`src/irlw_pkg.sv`:
```
// shared types and constants for the ir level window full detector
package irlw_pkg;

	typedef enum logic [2:0] {
		CMD_TICK  = 3'd0,
		CMD_START = 3'd1,
		CMD_STOP  = 3'd2,
		CMD_ARM   = 3'd3,
		CMD_ICE   = 3'd4
	} cmd_t;

	localparam int CFG_IDX_W = 3;
	localparam int CFG_DATA_W = 12;

	localparam logic [CFG_IDX_W-1:0] REG_LEVEL_THRESHOLD = 3'd0;
	localparam logic [CFG_IDX_W-1:0] REG_WINDOW_TICKS    = 3'd1;
	localparam logic [CFG_IDX_W-1:0] REG_PASS_COUNT      = 3'd2;
	localparam logic [CFG_IDX_W-1:0] REG_EXTRA_CHECKS    = 3'd3;

	localparam logic [11:0] RST_LEVEL_THRESHOLD = 12'd300;
	localparam logic [7:0]  RST_WINDOW_TICKS    = 8'd100;
	localparam logic [7:0]  RST_PASS_COUNT      = 8'd50;
	localparam logic [3:0]  RST_EXTRA_CHECKS    = 4'd2;

	localparam logic [7:0] HIGH_SAMPLES_MAX = 8'hFF;

	typedef struct packed {
		logic [3:0] pending_checks;
		logic       first_check_done;
		logic       emitter_on;
		logic       checking;
		logic       weak_full;
		logic       full_res;
	} status_t;

endpackage

```
`src/irlw_core.sv`:
```
// detector state, configuration registers and next-state logic
module irlw_core (
	input  logic                              clk,
	input  logic                              arst_n,
	input  logic                              cfg_we,
	input  logic [irlw_pkg::CFG_IDX_W-1:0]    cfg_index,
	input  logic [irlw_pkg::CFG_DATA_W-1:0]   cfg_data,
	input  logic                              step,
	input  logic [2:0]                        command,
	input  logic [11:0]                       adc_sample,
	output irlw_pkg::status_t                 status_next
);

	logic [11:0] level_threshold_q;
	logic [7:0]  window_ticks_q;
	logic [7:0]  pass_count_q;
	logic [3:0]  extra_checks_q;

	logic       running_q, emitter_q, full_q, weak_q, done_q;
	logic [7:0] ticks_left_q, high_samples_q;
	logic [3:0] pending_q;

	logic       running_d, emitter_d, full_d, weak_d, done_d;
	logic [7:0] ticks_left_d, high_samples_d;
	logic [3:0] pending_d;
	logic [7:0] hs_inc;
	logic [7:0] ticks_dec;

	always_ff @(posedge clk or negedge arst_n) begin
		if (!arst_n) begin
			level_threshold_q <= irlw_pkg::RST_LEVEL_THRESHOLD;
			window_ticks_q    <= irlw_pkg::RST_WINDOW_TICKS;
			pass_count_q      <= irlw_pkg::RST_PASS_COUNT;
			extra_checks_q    <= irlw_pkg::RST_EXTRA_CHECKS;
		end else if (cfg_we) begin
			case (cfg_index)
				irlw_pkg::REG_LEVEL_THRESHOLD: level_threshold_q <= cfg_data[11:0];
				irlw_pkg::REG_WINDOW_TICKS:    window_ticks_q    <= cfg_data[7:0];
				irlw_pkg::REG_PASS_COUNT:      pass_count_q      <= cfg_data[7:0];
				irlw_pkg::REG_EXTRA_CHECKS:    extra_checks_q    <= cfg_data[3:0];
				default: ;
			endcase
		end
	end

	// saturating count of high samples and window countdown
	assign hs_inc = ((adc_sample >= level_threshold_q)
		&& (high_samples_q != irlw_pkg::HIGH_SAMPLES_MAX))
		? high_samples_q + 8'd1 : high_samples_q;
	assign ticks_dec = ticks_left_q - 8'd1;

	always_comb begin
		running_d      = running_q;
		emitter_d      = emitter_q;
		full_d         = full_q;
		weak_d         = weak_q;
		done_d         = done_q;
		ticks_left_d   = ticks_left_q;
		high_samples_d = high_samples_q;
		pending_d      = pending_q;
		case (command)
			irlw_pkg::CMD_TICK: begin
				if (running_q && !emitter_q) begin
					emitter_d      = 1'b1;
					ticks_left_d   = window_ticks_q;
					high_samples_d = '0;
				end else if (running_q) begin
					high_samples_d = hs_inc;
					ticks_left_d   = ticks_dec;
					if (ticks_dec == 8'd0) begin
						running_d = 1'b0;
						emitter_d = 1'b0;
						done_d    = 1'b1;
						if (hs_inc >= pass_count_q) begin
							weak_d    = 1'b0;
							full_d    = 1'b0;
							pending_d = '0;
						end else begin
							weak_d = 1'b1;
							if (pending_q == 4'd0)
								full_d = 1'b1;
						end
					end
				end
			end
			irlw_pkg::CMD_START: running_d = 1'b1;
			irlw_pkg::CMD_STOP:  running_d = 1'b0;
			irlw_pkg::CMD_ARM: begin
				if (pending_q == 4'd0)
					pending_d = extra_checks_q;
			end
			irlw_pkg::CMD_ICE: begin
				if (weak_q && pending_q != 4'd0)
					pending_d = pending_q - 4'd1;
			end
			default: ;
		endcase
	end

	always_ff @(posedge clk or negedge arst_n) begin
		if (!arst_n) begin
			running_q      <= 1'b1;
			emitter_q      <= 1'b0;
			full_q         <= 1'b0;
			weak_q         <= 1'b0;
			done_q         <= 1'b0;
			ticks_left_q   <= irlw_pkg::RST_WINDOW_TICKS;
			high_samples_q <= '0;
			pending_q      <= '0;
		end else if (step) begin
			running_q      <= running_d;
			emitter_q      <= emitter_d;
			full_q         <= full_d;
			weak_q         <= weak_d;
			done_q         <= done_d;
			ticks_left_q   <= ticks_left_d;
			high_samples_q <= high_samples_d;
			pending_q      <= pending_d;
		end
	end

	assign status_next.full_res         = full_d;
	assign status_next.weak_full        = weak_d;
	assign status_next.checking         = running_d;
	assign status_next.emitter_on       = emitter_d;
	assign status_next.first_check_done = done_d;
	assign status_next.pending_checks   = pending_d;

endmodule

```
`src/ir_level_window_full_detector_top.sv`:
```
// top level of the ir level window full detector
//
// windowed level qualifier for an infrared light-barrier sensor.
// input channel s_*: one transfer per command; s_tuser carries the command
// (tick, start, stop, arm, ice made), s_tdata the converter sample.
// output channel m_*: exactly one transfer per input transfer, giving the
// status after that command (full, weak full, checking, emitter, first
// check done, pending checks).
// the status is on m_tdata in the cycle after the input transfer.
// throughput: one command per cycle while m_tready is high; the state update
// is compare and counter logic between the state and output registers.
// s_tready is high whenever the output register is empty or being drained,
// so a stalled receiver holds m_tdata and stops new input after one item.
// configuration writes (cfg_we, cfg_index, cfg_data) take effect at once;
// indexes beyond the four registers are ignored.
// reset: registers return to their defaults, a check is running with the
// emitter off, and the output register is empty.
module ir_level_window_full_detector_top (
	input  logic                            clk,
	input  logic                            arst_n,
	input  logic                            cfg_we,
	input  logic [irlw_pkg::CFG_IDX_W-1:0]  cfg_index,
	input  logic [irlw_pkg::CFG_DATA_W-1:0] cfg_data,
	input  logic                            s_tvalid,
	output logic                            s_tready,
	input  logic [15:0]                     s_tdata,  // adc_sample[11:0], zero pad
	input  logic [2:0]                      s_tuser,  // command[2:0]
	output logic                            m_tvalid,
	input  logic                            m_tready,
	output logic [15:0]                     m_tdata   // full_res, weak_full, checking,
	                                                  // emitter_on, first_check_done,
	                                                  // pending_checks[3:0], zero pad
);

	irlw_pkg::status_t status_next;
	irlw_pkg::status_t status_q;
	logic              out_valid_q;
	logic              step;

	assign s_tready = !out_valid_q || m_tready;
	assign step     = s_tvalid && s_tready;

	irlw_core u_core (
		.clk         (clk),
		.arst_n      (arst_n),
		.cfg_we      (cfg_we),
		.cfg_index   (cfg_index),
		.cfg_data    (cfg_data),
		.step        (step),
		.command     (s_tuser),
		.adc_sample  (s_tdata[11:0]),
		.status_next (status_next)
	);

	always_ff @(posedge clk or negedge arst_n) begin
		if (!arst_n) begin
			out_valid_q <= 1'b0;
		end else if (step) begin
			out_valid_q <= 1'b1;
		end else if (m_tready) begin
			out_valid_q <= 1'b0;
		end
	end

	always_ff @(posedge clk) begin
		if (step) begin
			status_q <= status_next;
		end
	end

	assign m_tvalid = out_valid_q;
	assign m_tdata  = {7'd0, status_q};

endmodule

```
`config.mk`:
```
export PLATFORM = sky130hd
export DESIGN_NAME = ir_level_window_full_detector_top
export DESIGN_NICKNAME = d
export VERILOG_FILES = /design/src/irlw_pkg.sv /design/src/irlw_core.sv /design/src/ir_level_window_full_detector_top.sv
export SDC_FILE = /design/constraint.sdc
export NUM_CORES = 1
export LEC_CHECK = 0
export BUFFER_PORTS_ARGS = -buffer_cell sky130_fd_sc_hd__buf_2
export CORE_AREA = 2 2 109 101
export CTS_CLUSTER_DIAMETER = 150
export DETAILED_ROUTE_END_ITERATION = 16
export DIE_AREA = 0 0 111 103
export HOLD_SLACK_MARGIN = 0.08
export SYNTH_ARGS = -nofsm -noshare
export SYNTH_HDL_FRONTEND = slang
export SYNTH_HIERARCHICAL = 1
export SYNTH_SLANG_ARGS = --single-unit
```
`constraint.sdc`:
```
create_clock -name clk -period 4.1 [get_ports clk]
set_input_delay 0.205 -clock clk [delete_from_list [all_inputs] [get_ports clk]]
set_output_delay 0.205 -clock clk [all_outputs]
set_load 0.02 [all_outputs]
```
Word level (Yosys, flattened, before mapping)
Cells that the tools add are included.
Operators by class
  add/subtract/negate cells: 3
  $mul: 0
  divide/modulo/power cells: 0
  $lt $le $gt $ge: 2
  equal/unequal tests: 8
  shift operators: 0
  muxes and demuxes: 37
  bitwise operators: 0
  reduce and logical (&&, ||, !) cells: 19
Operators with widths (count)
  2-to-1 mux 8 bit: 5
  2-to-1 mux 1 bit: 24
  2-to-1 mux 4 bit: 6
  equality test 3 x 2 -> 1 bit (second input constant): 4
  >= comparator 12 bit: 1
  one-hot mux 4 bit (3 select lines): 1
  adder 8 x 1 -> 8 bit (second input constant): 1
  >= comparator 8 bit: 1
  logical NOT 8 bit: 1
  inequality test 8 bit (second input constant): 1
  AND reduction 2 bit: 4
  subtractor 8 x 1 -> 8 bit (second input constant): 1
  equality test 3 x 1 -> 1 bit (second input constant): 2
  logical NOT 3 bit: 2
  logical AND 1 bit: 4
  logical NOT 4 bit: 1
  nonzero test 2 bit: 2
  nonzero test 4 bit: 1
  subtractor 4 x 1 -> 4 bit (second input constant): 1
  equality test 3 bit (second input constant): 1
  one-hot mux 1 bit (3 select lines): 1
  AND reduction 3 bit: 1
  logical NOT 1 bit: 2
  logical OR 1 bit: 1
Storage, ports and cells
  register bits after elaboration: 67
  latch bits: 0
  RAM bits: 0
  bits in read-only memories: 0
  bits of input ports: 39
  word-level logic and storage cells: 88
  memories kept: 0

Longest topological paths before layout
Gate-level depths: netlist of the first run.
  depth in word-level cells: 9
  gate-level depth with buffers: 15
  gate-level depth less buffers: 14

Cells and area by module
Netlist of the first run, hierarchy kept.
By module, submodules not included
  irlw_core: instances 1, cells an instance 407, area an instance 3652.3 µm², seq. area each 1445.1 µm²
  ir_level_window_full_detector_top: instances 1, cells an instance 21, area an instance 380.4 µm², seq. area each 295.3 µm²

Least setup slack after synthesis of the first run
No wires, ideal clock.
  path kind: reg2reg
  from: register u_core.level_threshold_q[2]
  to: register status_q (netlist bit m_tdata[8]), data pin
  library setup time: 152 ps
  arrival time: 3543 ps
  required time: 3948 ps
  setup slack: 405 ps
  stages on the path, launching flop included: 16
  clock period less this slack: 3695 ps
  path through: dfstp_2 -> inv_1 -> ha_1 -> a211oi_1 -> o21ai_0 -> a211oi_1 -> nor2_2 -> buf_4 -> xnor2_1 -> ha_1 -> nand2b_1 -> a2111oi_0 -> nor4_1 -> or3_4 -> a31o_2 -> o21ai_0
RTL lines
  from (decl): RTL line irlw_core.sv:14  | logic [11:0] level_threshold_q;
  from (signal assigned): RTL line irlw_core.sv:31  | level_threshold_q <= irlw_pkg::RST_LEVEL_THRESHOLD;
  from (signal assigned): RTL line irlw_core.sv:37  | irlw_pkg::REG_LEVEL_THRESHOLD: level_threshold_q <= cfg_data[11:0];
  to (signal assigned): RTL line ir_level_window_full_detector_top.sv:67  | status_q <= status_next;
  to (decl): RTL line ir_level_window_full_detector_top.sv:36  | irlw_pkg::status_t status_q;

==> results of run 1 <==
==> synth_stat cells (3+ instances only) <==
master and n:
buf_4 13, nor2_1 18, inv_1 34, mux2i_1 3, and3_1 9, o22ai_1 6
a31oi_1 8, a211o_1 3, nand3b_1 3, xnor2_1 4, nand2b_1 4, nor4_1 3
nand3_1 6, nor3_1 4, and2_1 3, dfstp_2 15, ha_1 24, o21a_1 4
o21ai_0 43, a211oi_1 5, buf_2 3, nor4bb_1 4, mux2_2 16, clkbuf_1 14
nand2_1 44, nor4b_1 3, edfxtp_1 9, dfrtp_1 43, a21oi_1 34, o32ai_1 3
==> where the power goes <==
group,total (mW),switching [mW],internal (mW)
Combinational,0.619,0.348,0.271
Sequential,0.937,0.106,0.831
Clock,0.705,0.262,0.443
==> per-layer routing <==
metal  GRT usage  up-vias
met5           0        -
met4     0.05481        0
met3     0.03821       10
met2      0.2973       70
met1      0.2052     1569
li1            -     1605
==> placed cells by master (no fill, tap or decap), types with 3 or more instances in the layout <==
master          n
nand2_1        44
o21ai_0        43
o32ai_1         3
clkbuf_16       9
ha_1           24
dfstp_2        15
dlygate4sd3_1   4
and3_1          9
edfxtp_1        9
buf_2          45
a21oi_1        34
nand2b_1        4
nor2_1         18
inv_1          34
o21a_1          4
clkbuf_1        5
and2_1          3
mux2_2         16
dfrtp_1        43
a211oi_1        4
xnor2_1         4
buf_4           5
conb_1          7
a211o_1         3
nor4_1          3
o22ai_1         6
nand3b_1        3
nor3_1          4
mux2i_1         3
a31oi_1         8
nor4bb_1        3
nand3_1         6
==> critical path, cell delays in order (launching register included) <==
cell	delay, ns
dfstp_2	0.51
inv_1	0.04
ha_1	0.28
nand2_1	0.05
o21ai_0	0.34
a21oi_1	0.14
o21ai_1	0.45
nand2_1	0.12
mux2_2	0.30
ha_1	0.29
a21oi_1	0.18
o22ai_1	0.09
or3_4	0.37
a31o_2	0.31
o21ai_0	0.17
==> cell type report <==
type                    count  area (µm²)
multi-input cells         302        2041
inverters                  34       127.6
clock buffers              16       271.5
repair buffers             54       302.8
well taps                 133       166.4
flip-flops and latches     67        1740
fillers                   970        5756
==> cells by family (layout without fill, tap and decap cells) <==
logic type / Yosys count / after routing / share of synthesized area
AOI/OAI and AO/OA: 128 / 128 / 0.1939
and+or+nand+nor: 120 / 120 / 0.1644
DFF: 67 / 67 / 0.4316
buffers and inverters: 65 / 104 / 0.07384
adders and majority gates: 24 / 24 / 0.07447
muxes: 19 / 19 / 0.05212
xor gates and xnor gates: 4 / 4 / 0.008687
other: 1 / 7 / 0.0009299
==> stage by stage <==
step                      area, µm²    util  hold WS [ns]
after floorplan                4055       -      -0.09059
after global placement         4327  0.4158        0.4112
after detailed placement       4327  0.4158        0.4159
after CTS                      4638  0.4458       0.08045
after global routing           4649  0.4468        0.1326
final                          4649  0.4468       0.09101
==> worst paths after layout <==
check / startpoint / endpoint / depth (start not counted)
setup / recovery: u_core/level_threshold_q[2]$_DFFE_PN1P_ / m_tdata[7]$_DFFE_PP_ / 14
hold / removal: cfg_data[8] / u_core/level_threshold_q[8]$_DFFE_PN1P_ / 3
setup reg to reg: u_core/level_threshold_q[2]$_DFFE_PN1P_ / m_tdata[7]$_DFFE_PP_ / 14
hold reg to reg: u_core/done_q$_DFFE_PN0P_ / u_core/done_q$_DFFE_PN0P_ / 1
max in group asynchronous: arst_n / u_core/window_ticks_q[4]$_DFFE_PN0P_ / 3
min in group asynchronous: arst_n / u_core/pending_q[1]$_DFFE_PN0P_ / 3
==> repair_timing <==
item                                    in CTS  in global routing
endpoints found under the setup margin       0                 10
hold buffers                                 4                  0
gates resized for setup                      0                  3
hold endpoints to repair                    43                  0
==> sequential cells by signal, indices dropped and copies added (netlist names) <==
name,flops
u_core/level_threshold_q,12
m_tdata,9
u_core/high_samples_q,8
u_core/pass_count_q,8
u_core/ticks_left_q,8
u_core/window_ticks_q,8
u_core/extra_checks_q,4
u_core/pending_q,4
m_tvalid,1
u_core/done_q,1
u_core/emitter_q,1
u_core/full_q,1
u_core/running_q,1
u_core/weak_q,1
==> flow_summary.toml, run 1 <==
[detailed_routing]
wirelength_met1_mm = 3.990
routed-wl-met2_mm = 4.224
drtPass1Iterations = 4
postRouteWirelength_mm = 8.729
drc_errors = 0
dr.max_layer_used = "met4"
vias = 3254
wl_met3_um = 397
first_iter_violations = 151
detail_route.wl_per_cell_um = 14.40
vias_per_cell = 5.370
antenna_violating_nets_post_route = 0

[timing]
max-slew-margin-rel = 0.4922
slew_viol_final = 0
min_period_ns = 3.797
max_freq_mhz = 263.3
final-hold-violation-count = 0
final.setup.tns_ns = 0
timing.final.setup_violations = 0
setup_repair_after_global_routing_missed_its_margin = "false"
final_critical_path_setup_slack_ns = 0.3026
final.period_utilization = 0.9262
worst-slew-pin-transition_ns = 0.7618
finClkSkew_ns = 0.004777

[floorplan]
placement_rows = 36
num_io_pins = 57
fp.coreArea_mm2 = 0.01041
fp.dieArea_mm2 = 0.01143
vert_die_dim_um = 103
floorplan.die.width_um = 111
start_util = 0.3876

[synthesis]
mean_area_per_synthesized_cell_um2 = 9.422
ys_types = 64
synth_edf_count = 9
seq_area_frac_synth = 0.4316
postSynthRegisterBits = 67
postSynth.topFlopCell = "dfrtp_1"
cell_count_after_synthesis = 428
yosysTopAreaCell = "dfrtp_1"
post_synth_main_area_contributors = "dfrtp_1, dfstp_2, ha_1, edfxtp_1, o21ai_0"
mappedNetlistArea_mm2 = 0.004033
async_flop_share = 0.8657
synth_top_area_share = 0.2668
yosys_warnings = 6

[global_route]
grt_remaining_overflow = 0
groute.usage.overall = 0.1675
grt_start_max_net_pins = 59
first_pass_grt_wire_length_mm = 15.44
via_count_of_the_first_global_routing_pass = 3260
antenna_violations_before_repair = 0

[run]
maxCapViolCount = 0

[setup_path]
setup.reg_to_reg.worst_slack_ns = 0.30
required_ns = 4.27
crit_path_start_kind = "flop"
path_max_fanout = 8
critPathCaptureType = "flop"
critPathArrivalTime_ns = 3.97
critical_path_type = "reg2reg"

[clock_tree]
clk_pin_slew_worst_paths_ns = 0.05
clkLatencyLatePin_ns = 0.33
cts_setup_buffers = 0
cts-buffers-inserted = 9
clock-sinks = 67
root_buffer = "clkbuf_16"
clk_path_buf_depth = 2
cts_tree = "done"
h-tree-depth = 3

[placed_design]
hpwlAfterDp_mm = 6.339
io_buffers = 45
final_weighted_congestion_of_routability_driven_global_placement = 0.8523
pre_cts_slack_ns = 0.1209
post-place-cells = 586

[pwr]
pleak_nw = 2.032
sum_of_internal_switching_and_leakage_power_mw = 2.262
power_per_cell_area_mw_per_mm2 = 486.4
vdd.ir_drop.worst_v = 0.0002244

[min_path]
timing.hold.worst.class = "in2reg"

[finish]
final-instance-count-excl-fill = 606
post_route_cells_drive_above_1_share = 0.2241
finalNetCount = 531
layout_stage_area_growth_over_the_synthesis_result_pct = 15.30
n_antenna_cell = 0

[run_status]
run_status = "finished clean"
No activity file was read; power rests on OpenSTA's default activity.
==> inputs of run 2 (changes only) <==
CORE_AREA = 2 2 95 115   (was 2 2 109 101)
DIE_AREA = 0 0 97 117   (was 0 0 111 103)
SETUP_SLACK_MARGIN = 0.4   (was default)
TNS_END_PERCENT = 1   (was default)
==> flow_summary.toml, run 2 (synthesis gave the netlist of run 1 again) <==
[global_route]
use_met2 = 0.2963
global_route.usage.met3 = 0.04276
via_count_of_the_first_global_routing_pass = 3280
grt_util_met1 = 0.2026
grt_remaining_overflow = 0
groute.usage.overall = 0.1688
first_pass_grt_wire_length_mm = 15.31
most_crowded_layer_gr = "met2"
antenna_violations_before_repair = 0
grt_start_max_net_pins = 31

[clock_tree]
cts-buffers-inserted = 9
clk_pin_slew_worst_paths_ns = 0.06
root_buffer = "clkbuf_16"
h-tree-depth = 3
clkLatencyLatePin_ns = 0.33
clock-sinks = 67
clk_path_buf_depth = 2
cts_tree = "done"

[timing]
slew_viol_final = 0
final.period_utilization = 0.8621
final-hold-violation-count = 0
timing.final.setup_violations = 0
finClkSkew_ns = 0.006200
max-slew-margin-rel = 0.5387
worst-slew-pin-transition_ns = 0.6919
min_period_ns = 3.535
final.setup.tns_ns = 0
hold_slack_ns = 0.1142
max_freq_mhz = 282.9
setup_repair_after_global_routing_missed_its_margin = "false"

[floorplan]
start_util = 0.3911
fp.dieArea_mm2 = 0.01135
placement_rows = 41
floorplan.die.width_um = 97
vert_die_dim_um = 117
fp.coreArea_mm2 = 0.01031
num_io_pins = 57

[detailed_routing]
detail_route.wl_per_cell_um = 14.97
vias_per_cell = 5.396
first_iter_violations = 139
vias = 3281
postRouteWirelength_mm = 9.099
antenna_violating_nets_post_route = 0
drtPass1Iterations = 5
drc_errors = 0

[placed_design]
io_buffers = 45
final_weighted_congestion_of_routability_driven_global_placement = 0.8446
post-place-cells = 582
hpwlAfterDp_mm = 6.466

[finish]
multiInputGateArea_mm2 = 0.002145
n_antenna_cell = 0
mostFrequentLayoutCell = "buf_2"
num-fill-cells = 981
final_core_util = 0.4681
finalNetCount = 537
final-instance-count-excl-fill = 608
regMostFlops = "u_core/level_threshold_q"
register_area_mm2 = 0.001740
largest_register_ff_count = 12
layout_stage_area_growth_over_the_synthesis_result_pct = 19.70
post_route_cells_drive_above_1_share = 0.2672
most-common-layout-cells = "buf_2, nand2_1, dfrtp_1"

[setup_path]
critPathArrivalTime_ns = 3.72
critical_path_type = "reg2reg"
required_ns = 4.29
path_max_fanout = 8
ff2ff_path_depth = 13
crit_path_start_kind = "flop"
critPathCaptureType = "flop"

[run_status]
run_status = "finished clean"

[pwr]
power_per_cell_area_mw_per_mm2 = 502.9
sum_of_internal_switching_and_leakage_power_mw = 2.427
pleak_nw = 2.093
vdd.ir_drop.worst_v = 0.0002275

[run]
maxCapViolCount = 0

[min_path]
hold_depth = 3
timing.hold.worst.class = "in2reg"
run 2: cell types whose count changed in the layout (fill, tap and decap cells not counted), moves of 3 or more:
cell,before,now
buf_4,5,8
clkbuf_1,5,2
o21ai_0,43,37
o21ai_2,0,5
run 2: metrics by stage:
step / setup WS, ns / area (µm²)
2_1_floorplan: 0.4049 / 4055
3_3_place_gp: 0.2406 / 4322
3_5_place_dp: 0.1509 / 4322
4_1_cts: 0.4022 / 4746
5_1_grt: 0.4021 / 4827
6_report: 0.5653 / 4827
run 2: critical path, stage by stage, from the launching register on:
cell	delay [ns]
dfstp_2	0.51
inv_1	0.04
ha_1	0.28
a21oi_1	0.06
o21ai_0	0.31
a211oi_2	0.12
nor2_4	0.17
mux2_2	0.36
ha_1	0.31
a2111oi_4	0.30
nor4_2	0.09
or3_4	0.43
a31o_4	0.28
o21ai_1	0.13
run 2: power by group:
part           leakage [nW]  switching (mW)  internal (mW)
Sequential            0.738           0.103          0.830
Combinational          1.21           0.392          0.329
Clock                 0.140           0.287          0.487
run 2: final cells by class:
type                    count  area share
clock buffers              12     0.05106
clock inverters             4     0.01037
inverters                  34     0.02644
multi-input cells         302      0.4443
flip-flops and latches     67      0.3605
well taps                 129     0.03344
repair buffers             60     0.07387
run 2: worst paths after layout:
| path | start | to | slack, ns |
|---|---|---|---|
| worst max-delay path | u_core/level_threshold_q[5]$_DFFE_PN1P_ | m_tdata[7]$_DFFE_PP_ | 0.57 |
| worst max register to register | u_core/level_threshold_q[5]$_DFFE_PN1P_ | m_tdata[7]$_DFFE_PP_ | 0.57 |
| worst min-delay path | cfg_data[5] | u_core/pass_count_q[5]$_DFFE_PN1P_ | 0.11 |
| max in group asynchronous | arst_n | u_core/pass_count_q[1]$_DFFE_PN1P_ | 2.75 |
| worst min register to register | u_core/done_q$_DFFE_PN0P_ | u_core/done_q$_DFFE_PN0P_ | 0.46 |
| min in group asynchronous | arst_n | u_core/pending_q[0]$_DFFE_PN0P_ | 0.45 |
run 2: layer usage:
layer,vias to the layer above,wire (µm)
met2,81,4466
li1,1617,-
met1,1570,4070
met3,13,385
met5,-,0
met4,0,177
run 2: what timing repair did:
item / in CTS / in global routing
hold endpoints to repair: 25 / 0
hold buffers: 6 / 0
setup endpoints to repair: 9 / 8
resized for setup: 11 / 19
setup buffers: 2 / 2
pin swaps: 2 / 9
